`src/cph_pkg.sv`:
```
// shared types, constants and mixer helper functions for the coordinate pair hash
`default_nettype none

package cph_pkg;

    typedef logic [1:0] cph_mode_t;

    // mode register bits
    localparam int unsigned MODE_TWO_ROUND_BIT = 0;
    localparam int unsigned MODE_PLAIN_BIT     = 1;

    localparam cph_mode_t MODE_RESET = 2'd0;

    // lowbias32 multipliers
    localparam logic [31:0] LB_K1 = 32'h7feb_352d;
    localparam logic [31:0] LB_K2 = 32'h846c_a68b;
    // two-round mixer multipliers
    localparam logic [31:0] TR_K1 = 32'h21f0_aaad;
    localparam logic [31:0] TR_K2 = 32'hd35a_2d97;
    // pair combine constant
    localparam logic [31:0] GOLDEN = 32'h9e37_79b9;

    // word that travels down the multiplier stages
    typedef struct packed {
        cph_mode_t   mode;
        logic [31:0] a;
        logic [31:0] b;
        logic [31:0] plain;
    } cph_word_t;

    function automatic logic is_two_round(input cph_mode_t mode);
        return mode[MODE_TWO_ROUND_BIT];
    endfunction

    function automatic logic is_plain(input cph_mode_t mode);
        return mode[MODE_PLAIN_BIT];
    endfunction

    function automatic logic [31:0] rot16(input logic [31:0] v);
        return {v[15:0], v[31:16]};
    endfunction

    function automatic logic [31:0] xs16(input logic [31:0] v);
        return v ^ (v >> 16);
    endfunction

    function automatic logic [31:0] xs15(input logic [31:0] v);
        return v ^ (v >> 15);
    endfunction

    // closing shift-xor of a mixer
    function automatic logic [31:0] mix_tail(input logic [31:0] v, input logic two_round);
        return two_round ? xs15(v) : xs16(v);
    endfunction

    function automatic logic [31:0] first_k(input logic two_round);
        return two_round ? TR_K1 : LB_K1;
    endfunction

    function automatic logic [31:0] second_k(input logic two_round);
        return two_round ? TR_K2 : LB_K2;
    endfunction

endpackage

`default_nettype wire

```
`src/coordinate_pair_hash.sv`:
```
// top level of the coordinate pair hash: four multiplier stages and an output register
`default_nettype none

// Hashes a pair of 32-bit grid coordinates (x, y) into a 32-bit value, one request
// per clock while the result side takes results. In mode 0 (lowbias32) and mode 1
// (two-round mixer) the result is mix(mix(x) ^ rot16(mix(y)) ^ 0x9e3779b9); in
// modes 2 and 3 it is x ^ rot16(y). An accepted request passes through stages 1
// to 4 and then the output register, and a stall on the result side holds it
// back. The first mix of x and y takes two multiplier stages, the mix of the
// combined word takes two more, and the closing shift-xor and mode select land in
// the output register. Every stage takes a new word each cycle unless it is held,
// so the sustained rate is one request per cycle while the result side is ready;
// back-pressure on the result side ripples up through the stage valid bits, and
// a stage only holds when it is full and the one below it is stuck, so bubbles
// are squeezed out. The mode is sampled with each request, and cfg_wr_en writes
// the mode register with the low two bits of cfg_wdata; write it only while no
// request is in flight.
module coordinate_pair_hash (
    input  wire logic        clk,
    input  wire logic        rst_n,
    // mode register write
    input  wire logic        cfg_wr_en,
    input  wire logic [1:0]  cfg_wdata,
    // coordinate requests
    input  wire logic        s_axis_tvalid,
    output logic             s_axis_tready,
    input  wire logic [63:0] s_axis_tdata,   // [31:0] x_coord, [63:32] y_coord
    // hash results
    output logic             m_axis_tvalid,
    input  wire logic        m_axis_tready,
    output logic [31:0]      m_axis_tdata    // [31:0] hash_value
);
    import cph_pkg::*;

    cph_mode_t mixer_mode_reg;

    // stage handshakes and words
    logic      s1_valid, s2_valid, s3_valid, s4_valid;
    logic      s2_ready, s3_ready, s4_ready, out_ready_int;
    cph_word_t s0_word, s1_word, s2_word, s3_word, s4_word;
    cph_word_t s1_fwd, s2_fwd, s3_fwd;
    logic [31:0] k0, k1, k2, k3;

    // output register
    logic        out_valid_reg;
    logic [31:0] hash_reg;
    logic [31:0] hash_next;

    logic [31:0] x_in, y_in;
    logic [31:0] pair_fa, pair_fb, pair_h;

    // mode register, two bits only
    always_ff @(posedge clk or negedge rst_n)
    begin
        if (!rst_n)
        begin
            mixer_mode_reg <= MODE_RESET;
        end
        else if (cfg_wr_en)
        begin
            mixer_mode_reg <= cfg_wdata;
        end
    end

    assign x_in = s_axis_tdata[31:0];
    assign y_in = s_axis_tdata[63:32];

    // entry: opening shift-xor is the same for both mixers
    always_comb
    begin
        s0_word.mode  = mixer_mode_reg;
        s0_word.a     = xs16(x_in);
        s0_word.b     = xs16(y_in);
        // weak control result rides along untouched
        s0_word.plain = x_in ^ rot16(y_in);
        k0            = first_k(is_two_round(mixer_mode_reg));
    end

    // stage 1: first multiply of mix(x), mix(y)
    cph_mul_stage u_stage1 (
        .clk       (clk),
        .rst_n     (rst_n),
        .in_valid  (s_axis_tvalid),
        .in_ready  (s_axis_tready),
        .in_word   (s0_word),
        .mul_k     (k0),
        .out_valid (s1_valid),
        .out_ready (s2_ready),
        .out_word  (s1_word)
    );

    always_comb
    begin
        s1_fwd   = s1_word;
        s1_fwd.a = xs15(s1_word.a);
        s1_fwd.b = xs15(s1_word.b);
        k1       = second_k(is_two_round(s1_word.mode));
    end

    // stage 2: second multiply of mix(x), mix(y)
    cph_mul_stage u_stage2 (
        .clk       (clk),
        .rst_n     (rst_n),
        .in_valid  (s1_valid),
        .in_ready  (s2_ready),
        .in_word   (s1_fwd),
        .mul_k     (k1),
        .out_valid (s2_valid),
        .out_ready (s3_ready),
        .out_word  (s2_word)
    );

    // close both mixes, combine the pair, open the outer mix
    always_comb
    begin
        pair_fa  = mix_tail(s2_word.a, is_two_round(s2_word.mode));
        pair_fb  = mix_tail(s2_word.b, is_two_round(s2_word.mode));
        pair_h   = pair_fa ^ rot16(pair_fb) ^ GOLDEN;
        s2_fwd   = s2_word;
        s2_fwd.a = xs16(pair_h);
        // lane b is done, keep it quiet
        s2_fwd.b = '0;
        k2       = first_k(is_two_round(s2_word.mode));
    end

    // stage 3: first multiply of the outer mix
    cph_mul_stage u_stage3 (
        .clk       (clk),
        .rst_n     (rst_n),
        .in_valid  (s2_valid),
        .in_ready  (s3_ready),
        .in_word   (s2_fwd),
        .mul_k     (k2),
        .out_valid (s3_valid),
        .out_ready (s4_ready),
        .out_word  (s3_word)
    );

    always_comb
    begin
        s3_fwd   = s3_word;
        s3_fwd.a = xs15(s3_word.a);
        k3       = second_k(is_two_round(s3_word.mode));
    end

    // stage 4: second multiply of the outer mix
    cph_mul_stage u_stage4 (
        .clk       (clk),
        .rst_n     (rst_n),
        .in_valid  (s3_valid),
        .in_ready  (s4_ready),
        .in_word   (s3_fwd),
        .mul_k     (k3),
        .out_valid (s4_valid),
        .out_ready (out_ready_int),
        .out_word  (s4_word)
    );

    // closing shift-xor and mode select
    always_comb
    begin
        if (is_plain(s4_word.mode))
        begin
            hash_next = s4_word.plain;
        end
        else
        begin
            hash_next = mix_tail(s4_word.a, is_two_round(s4_word.mode));
        end
    end

    assign out_ready_int = !out_valid_reg || m_axis_tready;

    always_ff @(posedge clk or negedge rst_n)
    begin
        if (!rst_n)
        begin
            out_valid_reg <= 1'b0;
        end
        else if (out_ready_int)
        begin
            out_valid_reg <= s4_valid;
        end
    end

    always_ff @(posedge clk)
    begin
        if (out_ready_int && s4_valid)
        begin
            hash_reg <= hash_next;
        end
    end

    assign m_axis_tvalid = out_valid_reg;
    assign m_axis_tdata  = hash_reg;

    // a free result side lets every stage move, so the input never stalls
    a_no_stall_when_drained: assert property (
        @(posedge clk) disable iff (!rst_n)
        m_axis_tready |-> s_axis_tready
    ) else $error("input stalled although the result side is ready");

    // a finished word in stage 4 reaches the output register when it has room
    a_stage4_to_out: assert property (
        @(posedge clk) disable iff (!rst_n)
        (s4_valid && out_ready_int) |=> m_axis_tvalid
    ) else $error("stage 4 word lost on the way to the output");

    // weak control results carry the plain xor-rotate word
    a_plain_result: assert property (
        @(posedge clk) disable iff (!rst_n)
        (s4_valid && out_ready_int && is_plain(s4_word.mode))
            |=> (m_axis_tdata == $past(s4_word.plain))
    ) else $error("plain mode result differs from the carried xor-rotate word");

    // mode is sampled with the request into stage 1
    a_mode_sampled: assert property (
        @(posedge clk) disable iff (!rst_n)
        (s_axis_tvalid && s_axis_tready)
            |=> (s1_valid && s1_word.mode == $past(mixer_mode_reg))
    ) else $error("stage 1 did not capture the request mode");

endmodule

`default_nettype wire

```
`src/cph_mul_stage.sv`:
```
// one pipeline stage: multiplies both lanes by a constant and registers the word
`default_nettype none

module cph_mul_stage (
    input  wire logic               clk,
    input  wire logic               rst_n,
    input  wire logic               in_valid,
    output logic                    in_ready,
    input  wire cph_pkg::cph_word_t in_word,
    input  wire logic [31:0]        mul_k,
    output logic                    out_valid,
    input  wire logic               out_ready,
    output cph_pkg::cph_word_t      out_word
);
    import cph_pkg::*;

    logic      valid_reg;
    cph_word_t word_reg;
    cph_word_t word_next;

    // stage moves when empty or when downstream takes its request
    assign in_ready = !valid_reg || out_ready;

    always_comb
    begin
        word_next       = in_word;
        word_next.a     = in_word.a * mul_k;
        word_next.b     = in_word.b * mul_k;
    end

    always_ff @(posedge clk or negedge rst_n)
    begin
        if (!rst_n)
        begin
            valid_reg <= 1'b0;
        end
        else if (in_ready)
        begin
            valid_reg <= in_valid;
        end
    end

    always_ff @(posedge clk)
    begin
        if (in_ready && in_valid)
        begin
            word_reg <= word_next;
        end
    end

    assign out_valid = valid_reg;
    assign out_word  = word_reg;

endmodule

`default_nettype wire
```
`config.mk`:
```
export PLATFORM = sky130hd
export DESIGN_NAME = coordinate_pair_hash
export DESIGN_NICKNAME = d
export VERILOG_FILES = /design/src/cph_pkg.sv /design/src/coordinate_pair_hash.sv /design/src/cph_mul_stage.sv
export SDC_FILE = /design/constraint.sdc
export NUM_CORES = 2
export LEC_CHECK = 0
export ABC_AREA = 1
export BUFFER_PORTS_ARGS = -buffer_cell sky130_fd_sc_hd__buf_2
export CAP_MARGIN = 5
export CORE_ASPECT_RATIO = 0.9
export CORE_MARGIN = 2
export CORE_UTILIZATION = 45
export DETAILED_ROUTE_END_ITERATION = 10
export PLACE_DENSITY = 0.68
export SLEW_MARGIN = 20
export SYNTH_ARGS = -nofsm -noshare
export SYNTH_HDL_FRONTEND = slang
export SYNTH_SLANG_ARGS = --single-unit
```
`constraint.sdc`:
```
create_clock -name clk -period 7.68 [get_ports clk]
set_input_delay 0.384 -clock clk [delete_from_list [all_inputs] [get_ports clk]]
set_output_delay 0.384 -clock clk [all_outputs]
set_load 0.05 [all_outputs]
```
Word level (Yosys, flattened, before mapping)
Index checks and enable logic that the tools add are counted.
{"block": "op_classes", "multipliers": 6, "mux": 8, "bitwise": 15, "reduce_logical": 15}
{"operator": "bitwise XOR 32 x 16 -> 32 bit", "count": 6}
{"operator": "bitwise XOR 32 x 17 -> 32 bit", "count": 6}
{"operator": "2-to-1 mux 32 bit", "count": 4}
{"operator": "2-to-1 mux 31 bit", "count": 4}
{"operator": "multiplier 32 x 31 -> 32 bit", "count": 3}
{"operator": "multiplier 32 x 32 -> 32 bit", "count": 3}
{"operator": "bitwise XOR 32 bit", "count": 2}
{"operator": "inverter 20 bit", "count": 1}
{"operator": "logical AND 1 bit", "count": 5}
{"operator": "logical NOT 1 bit", "count": 5}
{"operator": "logical OR 1 bit", "count": 5}
{"block": "word_totals", "register_bits": 367, "out_inout_bits": 34}

Depth between registers and ports, before layout
{"block": "depth", "depth_word": 7, "ltp_mapped": 43, "ltp_nobuf": 41}

Modules after synthesis
Synthesis repeated with hierarchy kept, for this count alone.
{"block": "unflattened", "hier_cells": 18907, "hier_area_um2": 149515.9}
{"module": "cph_mul_stage (u_stage1 ...)", "n_inst": 2, "cells_each": 4554, "area_each_um2": 36209.7, "seq_area_each_um2": 2967.8}
{"module": "cph_mul_stage (u_stage4)", "n_inst": 1, "cells_each": 4563, "area_each_um2": 36252.3, "seq_area_each_um2": 2967.8}
{"module": "cph_mul_stage (u_stage3)", "n_inst": 1, "cells_each": 4586, "area_each_um2": 36237.3, "seq_area_each_um2": 2967.8}
{"module": "coordinate_pair_hash", "n_inst": 1, "cells_each": 650, "area_each_um2": 4606.9, "seq_area_each_um2": 1036.0}

Worst setup path before layout
Ideal clock, no wire load.
{"block": "synth_path", "path_type": "flip-flop to flip-flop", "from": "register u_stage2.word_reg, in the netlist u_stage2.out_word[96]", "to": "register u_stage3.word_reg, in the netlist u_stage3.out_word[94], data pin", "arrival_time_ns": 7.213, "t_required_ns": 7.422, "path_slack_ns": 0.210, "stages_incl_launch_ff": 35, "path_buffers": 3, "cell_sequence": "edfxtp_1 buf_6 buf_6 buf_6 nand2_1 nand2_1 xnor2_2 xnor2_2 inv_2 nor2_2 inv_1 o21ai_1 ha_1 fa_1 fa_1 inv_1 fa_1 inv_1 fa_1 inv_1 fa_1 inv_1 fa_1 fa_1 ha_1 a21oi_1 o21ai_0 a21oi_1 nand3_1 nand2_1 nand3_1 a21oi_1 o21ai_0 a21oi_1 xnor2_1"}
{"element": "from (decl)", "line": "cph_mul_stage.sv:18", "text": "cph_word_t word_reg;"}
{"element": "from (signal assigned)", "line": "cph_mul_stage.sv:47", "text": "word_reg <= word_next;"}
{"element": "to (signal assigned)", "line": "cph_mul_stage.sv:47"}
{"element": "to (decl)", "line": "cph_mul_stage.sv:18"}

==> results.md <==
* Yosys cell types at 55
* Leading area contributor after synthesis: fa_1
* Synth top area cells: fa_1 37%, ha_1 19%, edfxtp_1 13%, inv_1 13%, nand2_1 4.9%
* Crit-path max cell delay at 600 ps
* CTS max path bufs at 3
* Crit path max fanout at 5
* Register bit count reported by yosys at 367
* Setup violators final at 0
* R2R setup slack at 240 ps
* Fill cells at 16700
* Slowest CP cell: fa_1
* Initial antenna violation count at 4
* Worst-path clk slew at 70 ps
* Final GP Congestion at 0.953
* Delay-heaviest family, CP: adder cells
* Place WS at -83.6 ps
* Syn Std Cell Area at 81500 sq um
* Rel. slew slack at 36.2%
* Crit path DAT at 7900 ps
* Least-Margin Pin Slew at 957 ps
* Most used cell, CP: fa_1
* Kind of critical path: reg -> reg
* CTS root buffer: clkbuf_16
* PortBufs at 104
* Met2 Routed Length at 102000 microns
* Total track usage at 25.2%
* Final WL at 225000 microns
* Met1 wire length at 103000 microns
* Vias in the first global route at 61200
* Die Span Y at 408 microns
* Final antenna-violating net count at 0
* Hold Fails Final Rpt at 0
* Die W at 453 microns
* Layout cell share with drive strength beyond 1 at 8.75%
* FP Rows at 148
* Initial cell density of the core at 45.2%
* GR Overflow Total at 0
* DPL Wire Length at 203000 microns
* Ys Warns at 0
* FMAX at 0.134 GHz
* RSZ-0062 raised after global routing: yes
* P&R area growth vs syn at 9.90%
* Final WS setup at 240 ps
* H-tree levels at 2
* Initial DRC Count at 4194
* Total CTS buffers at 44
* Cell count after synthesis at 8715
* Max Cap Viol at 0
* Worst EP required at 8140 ps
* HP Class: in -> reg
* Share of the clock period used by the worst path at 96.9%
* Worst-Skew Late Latency at 650 ps
* Core ar. at 180000 sq um
* DRC viols at 0
* Met3 Wirelength at 15400 microns
* I/O pins at 105
* Average wire per standard cell at 19.5 microns
* Minimum clock period at 7440 ps
* First-pass GRT wire length at 357000 microns
* Crit end category: flop
* Max layer used: met4
* Count of final max-slew check failures at 0
* CTS tree: built
* Commonest non-fill, non-tap cell in the layout: inv_1
* Synthesized area per cell at 9.35 sq um
* Sequential cell area fraction in the yosys report at 13.5%
* Most frequent cells in the layout: 2778 x inv_1, 1496 x fa_1, 1224 x ha_1
* TritonRoute pass-1 iters at 6
* Share of the synthesized area in the top cell type at 37.0%
* Buf/Inv on CP at 8
* Clock sink total at 367
* Nets at 11900
* Clock Skews at 40.2 ps
* Die area at 185000 sq um
* CP startpoint kind: flop
* Via count at 56600
* Outcome: completed
* Via density at 4.89
* Largest net degree at the start of global routing at 72
path summary, 6_finish.rpt:
kind                       cells past startpoint               endpoint             startpoint
max                                           26  u_stage2.out_word[95]  u_stage1.out_word[86]
min                                            2  u_stage1.out_word[20]       s_axis_tdata[36]
max reg2reg                                   26  u_stage2.out_word[95]  u_stage1.out_word[86]
min reg2reg                                    0  u_stage3.out_word[11]  u_stage2.out_word[11]
max in group asynchronous                      2      mixer_mode_reg[0]                  rst_n
min in group asynchronous                      2      mixer_mode_reg[1]                  rst_n
timing repair:
item | 4_1_cts | 5_1_grt
gates resized for setup | 5 | 97
setup endpoints to repair | 4 | 30
cloned | 0 | 0
pin swaps | 1 | 6
hold buffers | 8 | 0
setup buffers | 0 | 23
endpoints found under the hold margin | 11 | 0
cell usage after synthesis (all sizes together):
library cell and n:
edfxtp 360, o21ai 252, a21oi 183, dfrtp 7, and3 1, buf 28
ha 1228, xor2 262, nand2 1065, a21boi 6, a31oi 16, clkbuf 158
nand3b 7, or2 84, o221ai 5, o21a 5, mux2i 2, nand4 18
fa 1505, xnor2 211, a2111oi 1, and2 16, a31o 1, o2111ai 5
or4 1, nor2 328, inv 2795, o211ai 6, nand3 95, nor3 13
nor4 9, mux2 1, conb 2, a21o 12, o21bai 20, a211oi 6
nor3b 1
worst register-to-register path, stage by stage, from the launching register on:
cell      delay [ps]
edfxtp_1         460
or2_2            330
and2_1           240
inv_2            190
nor2_1           100
fa_1             590
buf_4            160
inv_1             50
fa_1             480
inv_1             60
fa_1             480
fa_1             540
inv_1             50
fa_1             470
fa_1             600
inv_1             90
fa_1             480
inv_1             50
fa_1             480
inv_1             40
ha_1             350
a21oi_1          200
nor2_1            60
a211oi_1         240
o21ai_1          150
nand3b_1         200
nand2_2          130
kinds of logic (layout without fill, tap and decap cells):
kind of cell	after synthesis	after routing	synth area share (%)
adder cells (fa/ha/maj)	2733	2733	55.8
XOR/XNOR	473	473	5.15
AND/OR/NAND/NOR	1638	1638	8.22
buffers and inverters	2981	3406	13.8
AO/OA/AOI/OAI	518	518	3.45
other	2	28	0.00922
multiplexers	3	3	0.0384
flip-flops	367	367	13.5
area by class of cell:
type	count	area [sq um]	area share [%]
Inverter	2795	10500	11.7
Sequential cell	367	11000	12.3
Timing Repair Buffer	530	3860	4.31
Tap cell	2400	3000	3.35
Clock inverter	33	438	0.489
Clock buffer	48	1120	1.25
Antenna cell	1	2.50	0.00279
Multi-Input combinational cell	5392	59600	66.6
stage by stage:
stage	setup TNS [ps]	utilization, %	cell area (sq um)	std cells	hold WS (ps)
2_1_floorplan	0	-	81600	8740	88.4
3_3_place_gp	-1.95	48.5	87400	11500	224
3_5_place_dp	-119	48.5	87400	11500	231
4_1_cts	0	49.4	89100	11500	27.4
5_1_grt	-223	49.7	89600	11600	66.2
6_report	0	49.7	89600	11600	75.3
layer usage:
metal | vias to the layer above | track usage, %
met5 | - | 0
met4 | 0 | 5.05
met3 | 262 | 3.69
met2 | 1640 | 39.6
met1 | 28200 | 37.0
li1 | 26500 | -
Power is left out: the tool's default activity adds up to more than one toggle a clock period on the data nets, which glitch-free logic cannot reach.
